[src/hw/rtl/gfp_pkg.sv]
// Shared types and constants for the gamepad frame poller.
`timescale 1ns / 1ps

package gfp_pkg;

   localparam int unsigned FRAME_BYTES = 9;
   localparam int unsigned POS_W       = $clog2(FRAME_BYTES);

   localparam int unsigned CSR_INDEX_W = 2;
   localparam logic [CSR_INDEX_W-1:0] CSR_START_COMMAND     = 2'd0;
   localparam logic [CSR_INDEX_W-1:0] CSR_POLL_COMMAND      = 2'd1;
   localparam logic [CSR_INDEX_W-1:0] CSR_HALF_PERIOD_TICKS = 2'd2;

   localparam logic [7:0] START_COMMAND_RESET     = 8'h01;
   localparam logic [7:0] POLL_COMMAND_RESET      = 8'h42;
   localparam logic [7:0] HALF_PERIOD_TICKS_RESET = 8'd10;

   localparam logic [2:0] LAST_BIT  = 3'd7;
   localparam logic [7:0] TICK_MAX  = 8'hFF;

   typedef struct packed {
      logic poll_request;
      logic data_line;
   } req_type;

   typedef struct packed {
      logic       attention_level;
      logic       command_level;
      logic       clock_level;
      logic       byte_valid;
      logic [3:0] byte_index;
      logic [7:0] byte_value;
      logic       frame_done;
      logic       busy_res;
   } rsp_type;

   typedef struct packed {
      logic [7:0] start_command;
      logic [7:0] poll_command;
      logic [7:0] half_period_ticks;
   } cfg_type;

endpackage

[src/hw/rtl/gfp_csr.sv]
// Configuration registers of the gamepad frame poller.
`timescale 1ns / 1ps

module gfp_csr (
   input  logic                              clock,
   input  logic                              reset,
   input  logic                              csr_valid,
   output logic                              csr_ready,
   input  logic [gfp_pkg::CSR_INDEX_W-1:0]   csr_index,
   input  logic [7:0]                        csr_data,
   output gfp_pkg::cfg_type                  cfg
);
   import gfp_pkg::*;

   cfg_type cfg_ff;
   cfg_type cfg_in;

   assign csr_ready = 1'b1;
   assign cfg       = cfg_ff;

   always_comb begin
      cfg_in = cfg_ff;
      if (csr_valid && csr_ready) begin
         case (csr_index)
            CSR_START_COMMAND:     cfg_in.start_command     = csr_data;
            CSR_POLL_COMMAND:      cfg_in.poll_command      = csr_data;
            CSR_HALF_PERIOD_TICKS: cfg_in.half_period_ticks = csr_data;
            default:               cfg_in = cfg_ff;
         endcase
      end
   end

   always_ff @(posedge clock) begin
      if (reset) begin
         cfg_ff.start_command     <= START_COMMAND_RESET;
         cfg_ff.poll_command      <= POLL_COMMAND_RESET;
         cfg_ff.half_period_ticks <= HALF_PERIOD_TICKS_RESET;
      end else begin
         cfg_ff <= cfg_in;
      end
   end

endmodule

[src/hw/rtl/gfp_engine.sv]
// Serial link state and the per-tick update of the gamepad frame poller.
`timescale 1ns / 1ps

module gfp_engine (
   input  logic             clock,
   input  logic             reset,
   input  logic             step,
   input  gfp_pkg::req_type item,
   input  gfp_pkg::cfg_type cfg,
   output gfp_pkg::rsp_type result
);
   import gfp_pkg::*;

   logic             active_ff, active_in;
   logic [POS_W-1:0] pos_ff, pos_in;
   logic [2:0]       bit_ff, bit_in;
   logic             phase_ff, phase_in;
   logic [7:0]       tick_ff, tick_in;
   logic [7:0]       tx_ff, tx_in;
   logic [7:0]       rx_ff, rx_in;
   logic [7:0]       first_ff, first_in;

   logic [7:0]       half;
   logic [7:0]       tick_inc;
   logic [POS_W:0]   pos_inc;

   assign half     = (cfg.half_period_ticks == 8'd0) ? 8'd1 : cfg.half_period_ticks;
   assign tick_inc = (tick_ff == TICK_MAX) ? tick_ff : tick_ff + 8'd1;
   assign pos_inc  = {1'b0, pos_ff} + (POS_W+1)'(1);

   always_comb begin
      active_in         = active_ff;
      pos_in            = pos_ff;
      bit_in            = bit_ff;
      phase_in          = phase_ff;
      tick_in           = tick_ff;
      tx_in             = tx_ff;
      rx_in             = rx_ff;
      first_in          = first_ff;
      result.byte_valid = 1'b0;
      result.byte_index = 4'd0;
      result.byte_value = 8'd0;
      result.frame_done = 1'b0;
      if (!active_ff) begin
         if (item.poll_request) begin
            active_in = 1'b1;
            pos_in    = '0;
            bit_in    = 3'd0;
            phase_in  = 1'b0;
            tick_in   = 8'd0;
            tx_in     = cfg.start_command;
            rx_in     = 8'd0;
         end
      end else if (tick_inc >= half) begin
         tick_in = 8'd0;
         if (!phase_ff) begin
            phase_in = 1'b1;
         end else begin
            phase_in = 1'b0;
            rx_in    = {item.data_line, rx_ff[7:1]};
            tx_in    = {1'b0, tx_ff[7:1]};
            if (bit_ff == LAST_BIT) begin
               bit_in            = 3'd0;
               result.byte_valid = 1'b1;
               result.byte_index = 4'(pos_ff);
               result.byte_value = rx_in;
               if (pos_ff == '0) begin
                  first_in = rx_in;
               end
               pos_in = pos_inc[POS_W-1:0];
               if (pos_inc >= (POS_W+1)'(FRAME_BYTES)) begin
                  result.frame_done = 1'b1;
                  active_in         = 1'b0;
                  pos_in            = '0;
               end else if (pos_inc == (POS_W+1)'(1)) begin
                  tx_in = cfg.poll_command;
               end else begin
                  tx_in = first_ff;
               end
            end else begin
               bit_in = bit_ff + 3'd1;
            end
         end
      end else begin
         tick_in = tick_inc;
      end
      result.attention_level = !active_in;
      result.command_level   = active_in ? tx_in[0] : 1'b1;
      result.clock_level     = active_in ? !phase_in : 1'b1;
      result.busy_res        = active_in;
   end

   always_ff @(posedge clock) begin
      if (reset) begin
         active_ff <= 1'b0;
         pos_ff    <= '0;
         bit_ff    <= 3'd0;
         phase_ff  <= 1'b0;
         tick_ff   <= 8'd0;
         tx_ff     <= 8'd0;
         rx_ff     <= 8'd0;
         first_ff  <= 8'd0;
      end else if (step) begin
         active_ff <= active_in;
         pos_ff    <= pos_in;
         bit_ff    <= bit_in;
         phase_ff  <= phase_in;
         tick_ff   <= tick_in;
         tx_ff     <= tx_in;
         rx_ff     <= rx_in;
         first_ff  <= first_in;
      end
   end

endmodule

[src/hw/rtl/gamepad_frame_poller.sv]
// Top level of the gamepad frame poller: input and result registers around the link engine.
`timescale 1ns / 1ps

// Each transfer on the request channel is one time tick of the serial link and yields
// exactly one transfer on the response channel carrying the line levels after that tick.
// The block takes one tick per clock cycle while the response side does not stall; a tick
// passes from the input register through the engine's update logic into the result register.
// Configuration writes are always ready and are meant to be made while no frame is in
// progress.
module gamepad_frame_poller (
   input  logic                            clock,
   input  logic                            reset,
   input  logic                            req_valid,
   output logic                            req_stall,
   input  gfp_pkg::req_type                req_item,
   output logic                            rsp_valid,
   input  logic                            rsp_stall,
   output gfp_pkg::rsp_type                rsp_item,
   input  logic                            csr_valid,
   output logic                            csr_ready,
   input  logic [gfp_pkg::CSR_INDEX_W-1:0] csr_index,
   input  logic [7:0]                      csr_data
);
   import gfp_pkg::*;

   logic    in_valid_ff, in_valid_in;
   req_type in_item_ff;
   logic    out_valid_ff, out_valid_in;
   rsp_type out_item_ff;
   rsp_type result;
   cfg_type cfg;
   logic    advance;
   logic    step;
   logic    accept;

   gfp_csr u_csr (
      .clock     (clock),
      .reset     (reset),
      .csr_valid (csr_valid),
      .csr_ready (csr_ready),
      .csr_index (csr_index),
      .csr_data  (csr_data),
      .cfg       (cfg)
   );

   gfp_engine u_engine (
      .clock  (clock),
      .reset  (reset),
      .step   (step),
      .item   (in_item_ff),
      .cfg    (cfg),
      .result (result)
   );

   assign advance   = !out_valid_ff || !rsp_stall;
   assign step      = in_valid_ff && advance;
   assign req_stall = in_valid_ff && !advance;
   assign accept    = req_valid && !req_stall;
   assign rsp_valid = out_valid_ff;
   assign rsp_item  = out_item_ff;

   always_comb begin
      in_valid_in = in_valid_ff;
      if (accept) begin
         in_valid_in = 1'b1;
      end else if (step) begin
         in_valid_in = 1'b0;
      end
      out_valid_in = advance ? step : out_valid_ff;
   end

   always_ff @(posedge clock) begin
      if (reset) begin
         in_valid_ff  <= 1'b0;
         out_valid_ff <= 1'b0;
      end else begin
         in_valid_ff  <= in_valid_in;
         out_valid_ff <= out_valid_in;
      end
   end

   always_ff @(posedge clock) begin
      if (accept) begin
         in_item_ff <= req_item;
      end
      if (step) begin
         out_item_ff <= result;
      end
   end

   // A completed frame always reports its last byte in the same transfer.
   assert property (@(posedge clock) disable iff (reset)
      rsp_valid && rsp_item.frame_done |-> rsp_item.byte_valid && !rsp_item.busy_res)
      else $error("frame_done without a completed byte");

   // Attention is low exactly while a frame is in progress.
   assert property (@(posedge clock) disable iff (reset)
      rsp_valid |-> rsp_item.busy_res != rsp_item.attention_level)
      else $error("attention and busy disagree");

   // An idle link holds command and clock high.
   assert property (@(posedge clock) disable iff (reset)
      rsp_valid && !rsp_item.busy_res |-> rsp_item.command_level && rsp_item.clock_level)
      else $error("idle link lines not high");

   // A held tick is not lost while the response side stalls.
   assert property (@(posedge clock) disable iff (reset)
      in_valid_ff && out_valid_ff && rsp_stall |=> in_valid_ff && $stable(in_item_ff))
      else $error("held tick dropped during stall");

endmodule
[config.mk]
export PLATFORM = sky130hd
export DESIGN_NAME = gamepad_frame_poller
export DESIGN_NICKNAME = d
export VERILOG_FILES = /design/src/hw/rtl/gfp_pkg.sv /design/src/hw/rtl/gfp_csr.sv /design/src/hw/rtl/gfp_engine.sv /design/src/hw/rtl/gamepad_frame_poller.sv
export SDC_FILE = /design/constraint.sdc
export NUM_CORES = 1
export LEC_CHECK = 0
export BUFFER_PORTS_ARGS = -buffer_cell sky130_fd_sc_hd__buf_2
export CAP_MARGIN = 30
export CORE_MARGIN = 1.5
export CORE_UTILIZATION = 45
export DETAILED_ROUTE_END_ITERATION = 10
export PLACE_DENSITY_LB_ADDON = 0.05
export SETUP_SLACK_MARGIN = 0.1
export SKIP_LAST_GASP = 1
export SLEW_MARGIN = 20
export SYNTH_ARGS = -nofsm -noshare
export SYNTH_HDL_FRONTEND = slang
export SYNTH_SLANG_ARGS = --single-unit
[constraint.sdc]
create_clock -name clock -period 3.6 [get_ports clock]
set_input_delay 0.54 -clock clock [delete_from_list [all_inputs] [get_ports clock]]
set_output_delay 0.54 -clock clock [all_outputs]
set_load 0.02 [all_outputs]
# Word level (Yosys, flattened, before mapping)
# Index checks and enable logic that the tools add are counted.
[word_totals] out_inout_bits=21 inputBits=17 wordCells=101 regBits=87
[classes] n_eq_ne=8 muxes=40 reduce_logical=24 magnitude_cmp=2 addsub=3
[ops] cell="2-to-1 mux 8 bit" count=15
[ops] cell="2-to-1 mux 4 bit" count=6
[ops] cell="2-to-1 mux 3 bit" count=5
[ops] cell="2-to-1 mux 14 bit" count=1
[ops] cell="2-to-1 mux 1 bit" count=13
[ops] cell="adder 8 x 1 -> 8 bit, second input constant" count=1
[ops] cell="equality test 8 bit, second input constant" count=1
[ops] cell="greater-or-equal comparator 8 bit" count=1
[ops] cell="logical NOT 8 bit" count=1
[ops] cell="AND reduction 2 bit" count=4
[ops] cell="AND reduction 4 bit" count=2
[ops] cell="logical NOT 1 bit" count=6
[ops] cell="!= test 2 bit, second input constant" count=3
[ops] cell="AND reduction 6 bit" count=1
[ops] cell="adder 4 x 1 -> 5 bit, second input constant" count=1
[ops] cell="equality test 5 x 1 -> 1 bit, second input constant" count=1
[ops] cell="greater-or-equal comparator 5 x 4 -> 1 bit, second input constant" count=1
[ops] cell="AND reduction 5 bit" count=1
[ops] cell="logical NOT 4 bit" count=1
[ops] cell="nonzero test 2 bit" count=2
[ops] cell="adder 3 x 1 -> 3 bit, second input constant" count=1
[ops] cell="equality test 3 bit, second input constant" count=1
[ops] cell="logical AND 1 bit" count=3
[ops] cell="AND reduction 3 bit" count=1
[ops] cell="4 further kinds" count=4

# Longest topological paths before layout
[logic_depth] depth_word=8 ltp_mapped=14 depth_no_buf=12

# Hierarchy
# A second synthesis with hierarchy kept.
[unflattened] cells_unflattened=455 hier_area_um2=4374.2
[modules_own_cells] module="gfp_engine" area_each_um2=2680.1 n_inst=1 cells_each=328 seq_area_each_um2=800.8
[modules_own_cells] module="gfp_csr" area_each_um2=1007.2 n_inst=1 cells_each=97 seq_area_each_um2=480.5
[modules_own_cells] module="gamepad_frame_poller" area_each_um2=686.9 n_inst=1 cells_each=30 seq_area_each_um2=640.6

# Worst setup path after synthesis
# OpenSTA, ideal clock, no wires.
[synth_timing] kind="register -> register" startpoint="register u_engine.tick_ff[2]" endpoint="register out_item_ff (netlist bit rsp_item[16]), data pin" t_required_ns=3.336 path_buffers=2 setup_ns=0.264 path_stages_with_launch=13 period_less_slack_ns=3.055 t_arrival_ns=2.791 setup_slack_ns=0.545 path_cell_list="dfxtp_1 and4_1 clkbuf_1 nand4_1 xnor2_1 ha_1 nand2b_1 a2111oi_0 o32ai_1 buf_2 and2_1 a21oi_1 o21ai_1"
[synth_lines] item="start: declaration" line="gfp_engine.sv:18" text="logic [7:0] tick_ff, tick_in;"
[synth_lines] item="start signal: assignment" line="gfp_engine.sv:108" text="tick_ff <= tick_in;"
[synth_lines] item="end signal: assignment" line="gamepad_frame_poller.sv:87" text="out_item_ff <= result;"
[synth_lines] item="end: declaration" line="gamepad_frame_poller.sv:29" text="rsp_type out_item_ff;"

==> impl.org <==
** Job
- Number of max-cap violations :: 0

** Worst setup path
- Data arrives at the worst endpoint at 3.38 ns.
- CP required :: 3.71 ns
- Startpoint type of the worst setup path :: register
- Startpoint of the worst-slack reg-to-reg timing path :: u_engine.tick_ff[3]$_SDFFE_PP0P_
- Crit path from :: u_engine.tick_ff[3]$_SDFFE_PP0P_
- Worst-path cell with the longest stage delay :: sky130_fd_sc_hd__dfxtp_1
- Of all nets on the critical path, the largest fanout is 15.
- Cell-by-cell trace of the critical path :: and4_2 -> nand4_1 -> xnor2_1 -> ha_1 -> nand2b_1 -> a2111oi_1 -> buf_4 -> o32ai_4 -> buf_6 -> and2_1 -> a21oi_1 -> o21ai_1
- The critical path is of the reg -> reg type.
- Slowest Stage Delay on Critical Path :: 0.41 ns
- STA classifies the critical path endpoint as a register.

** Placement
- Detailed placement finished with a half-perimeter wire length of 6390 um.
- Count of buffers inserted at the top-level ports :: 36
- At the end of routability-driven placement, the weighted congestion stood at 0.8803.
- After detailed placement, the total cell area comes to 4423 um2.
- Worst slack after detailed placement :: 0.2422 ns

** Detailed routing
- Met2 WL :: 4207 um
- After the first detailed-routing iteration, the DRC count stood at 172.
- Drt total wl :: 9203 um
- The detailed router put a total of 4527 um of wire on met1.
- Detailed route wirelength on metal3 :: 370 um
- WL per Instance :: 15.87 um
- Per-cell via count in the routed design :: 5.524
- DR top layer :: met4
- Post-DRT Antenna Nets :: 0
- Detailed-route via count :: 3204
- After detailed routing, the number of remaining DRC violations is 0.
- For this run, the detailed router's first-pass iteration total came to 5.

** Logic synthesis
- Share of async-settable or async-resettable flops after synthesis :: 0%
- Flop and latch count out of synthesis :: 86
- Synth top area cells :: sky130_fd_sc_hd__dfxtp_1 (32%), sky130_fd_sc_hd__edfxtp_1 (14%), sky130_fd_sc_hd__mux2i_1 (9.7%)
- Yosys printed 0 warnings.
- Among all flip-flop cells after synthesis, the most frequent one is sky130_fd_sc_hd__dfxtp_1.
- Seq/Total Area, Yosys :: 46.32%
- After synthesis, the mean cell area works out to 9.560 um2.
- Among all cell types in the netlist, the one instantiated most often is sky130_fd_sc_hd__dfxtp_1.
- Ranked by instance count, the synthesized netlist is headed by sky130_fd_sc_hd__dfxtp_1 (66), sky130_fd_sc_hd__nor2_1 (59), sky130_fd_sc_hd__mux2i_1 (40), sky130_fd_sc_hd__nand2_1 (39), sky130_fd_sc_hd__a21oi_1 (22).
- Post-synthesis cell type count :: 66
- Number of nets in the synthesized netlist :: 465
- In the synthesized netlist, the number of instances is 434.
- Number of flops mapped to enable cells by yosys :: 20
- Total standard cell area after synthesis :: 4149 um2
- sky130_fd_sc_hd__dfxtp_1 takes more of the synthesized area than any other cell.
- Of the post-synthesis cell area, the dominant cell type holds 31.85%.

** Pwr
- Largest voltage drop on the vdd net :: 0.0001701 V
- Areal power density over the cells :: 401.6 nW/um2
- Summed over all cells, the static leakage comes to 1.919 nW.

** Floorplan
- During I/O placement, the number of pins put on the boundary was 38.
- Site row count :: 34
- DIE AREA :: 9805 um2
- Height of the die :: 99.02 um
- In this run the standard cell core region covers 8848 um2.
- For this configuration, the core starts out at a cell density of 46.89%.
- From left edge to right edge, the die measures 99.02 um.

** Layout
- Area taken by multi-input logic gates :: 2082 um2
- Summing all non-filler instances in the final layout gives an area of 4673 um2.
- In the final layout, flip-flops and latches occupy 1926 um2.
- 0 antenna diodes ended up in the layout.
- Layout fillers :: 866
- Area Overhead vs Synth :: 12.64%
- # nets final :: 498
- The post-route netlist has 17.80% of its cells at a drive strength greater than 1.

** STA
- The final number of hold-violating endpoints is 0.
- The worst path meets setup with 0.3319 ns of slack.
- The max-slew violation count is 0.
- In this run the tightest slew margin relative to its limit is 58.00%.
- Period utilisation layout :: 90.78%
- Worst Max-Slew Pin Slew :: 0.6287 ns
- Setup repair after global routing missed its margin :: no
- Derived from the worst setup path, the maximum achievable clock frequency is 0.3060 GHz.
- The clock arrives with 0.01352 ns of skew.
- Setup TNS :: 0 ns
- Setup violations remaining at the end of the flow were counted as 0.
- Period minus WS final :: 3.268 ns

** Global routing
- Global router's overall resource usage :: 19.46%
- The first global-routing pass estimated 15190 um of wire.
- Global-route congestion overflow total :: 0
- Entering global routing, the biggest net connects 35 pins.
- Vias in the first global route :: 3065
- Antenna violations before repair :: 0

** Hold path
- Class of the worst hold path :: in -> reg
- Worst hold start :: req_item[0]

** CTS
- Maximum clock path buffer count :: 2
- TritonCTS sink count :: 86
- CTS H-tree lvls :: 3
- Clk pin slew, worst setup/hold paths :: 0.09 ns
- For the worst-skew pair, the clock arrives at the later sink with an insertion delay of 0.36 ns.
- CTS tree :: built
- The cell sitting at the root of the clock tree is a sky130_fd_sc_hd__clkbuf_8.
- Counting the buffers created by CTS gives 9.

** Run status
- Outcome :: complete, no violations
## stage by stage
stage | cells | total power (W) | utilization, % | hold slack, ns
2_1_floorplan | 434 | 0.001141 | - | 0.4327
3_3_place_gp | 562 | 0.001188 | 49.99 | 0.4437
3_5_place_dp | 562 | 0.001190 | 49.99 | 0.4493
4_1_cts | 578 | 0.001886 | 52.29 | 0.3422
5_1_grt | 580 | 0.001941 | 52.81 | 0.3414
6_report | 580 | 0.001877 | 52.81 | 0.3511
## registers in the layout, indices dropped and copies added (netlist names)
| register | count |
|---|---|
| in_valid_ff | 1 |
| u_engine.rx_ff | 7 |
| u_engine.phase_ff | 1 |
| rsp_item | 18 |
| u_engine.tx_ff | 8 |
| u_engine.pos_ff | 4 |
| in_item_ff | 2 |
| u_engine.active_ff | 1 |
| u_engine.bit_ff | 3 |
| u_csr.cfg | 24 |
| rsp_valid | 1 |
| u_engine.first_ff | 8 |
| u_engine.tick_ff | 8 |
## routing by layer
layer / vias up / GRT usage [%]
met5: - / 0
met4: 0 / 7.143
met3: 9 / 2.766
met2: 81 / 30.72
met1: 1499 / 27.21
li1: 1615 / -
## timing repair
item | 4_1_cts | 5_1_grt
resized for setup | 0 | 9
hold buffers | 0 | 0
endpoints found under the setup margin | 0 | 32
setup buffers | 0 | 1
## worst paths after layout
kind,to,slack [ns],cells past startpoint
min reg2reg,u_engine.bit_ff[1]$_SDFFE_PP0P_,0.46,2
max,rsp_item[16]$_SDFFCE_PN1P_,0.33,12
min,in_item_ff[0]$_DFFE_PP_,0.35,1
max reg2reg,rsp_item[16]$_SDFFCE_PN1P_,0.33,12
## area by class of cell
class	instances	share of cell area [%]
inverters	16	1.285
clock inverters	7	1.714
flip-flops and latches	86	41.20
repair buffers	47	5.703
multi-input cells	307	44.55
clock buffers	9	2.651
well taps	108	2.892
## worst max-delay path: cells and delay by family, from the launching register on
family	cells	cell delay, ns
buffers and inverters	2	0.37
adder cells (fa/ha/maj)	1	0.26
AND/OR/NAND/NOR	4	0.85
XOR/XNOR	1	0.26
flip-flops	1	0.41
AO/OA/AOI/OAI	4	0.86
## layout by cell type (no fill, tap or decap), types with 11 or more instances in the layout
master / instances
sky130_fd_sc_hd__a21oi_1: 22
sky130_fd_sc_hd__nand2_1: 39
sky130_fd_sc_hd__dfxtp_1: 63
sky130_fd_sc_hd__buf_2: 36
sky130_fd_sc_hd__and3_1: 16
sky130_fd_sc_hd__nand3_1: 11
sky130_fd_sc_hd__inv_1: 15
sky130_fd_sc_hd__mux2i_1: 40
sky130_fd_sc_hd__edfxtp_1: 20
sky130_fd_sc_hd__nor2_1: 59
sky130_fd_sc_hd__ha_1: 14
## cell families after synthesis
group / share of synthesized area [%]
adders and majority gates: 4.222
buffers and inverters: 4.433
muxes: 9.921
AOI/OAI and AO/OA: 14.36
DFF: 46.32
xor gates and xnor gates: 0.8443
other: 0.09038
and+or+nand+nor: 19.81
## power by group
part	total [W]	leakage (nW)	internal [W]	switching, W
clock network	0.000707	0.102	0.000329	0.000378
logic	0.000141	1.11	0.0000508	0.0000905
registers	0.00103	0.712	0.00101	0.0000151
total	0.00188	1.92	0.00139	0.000484
(Power assumes the default switching activity.)
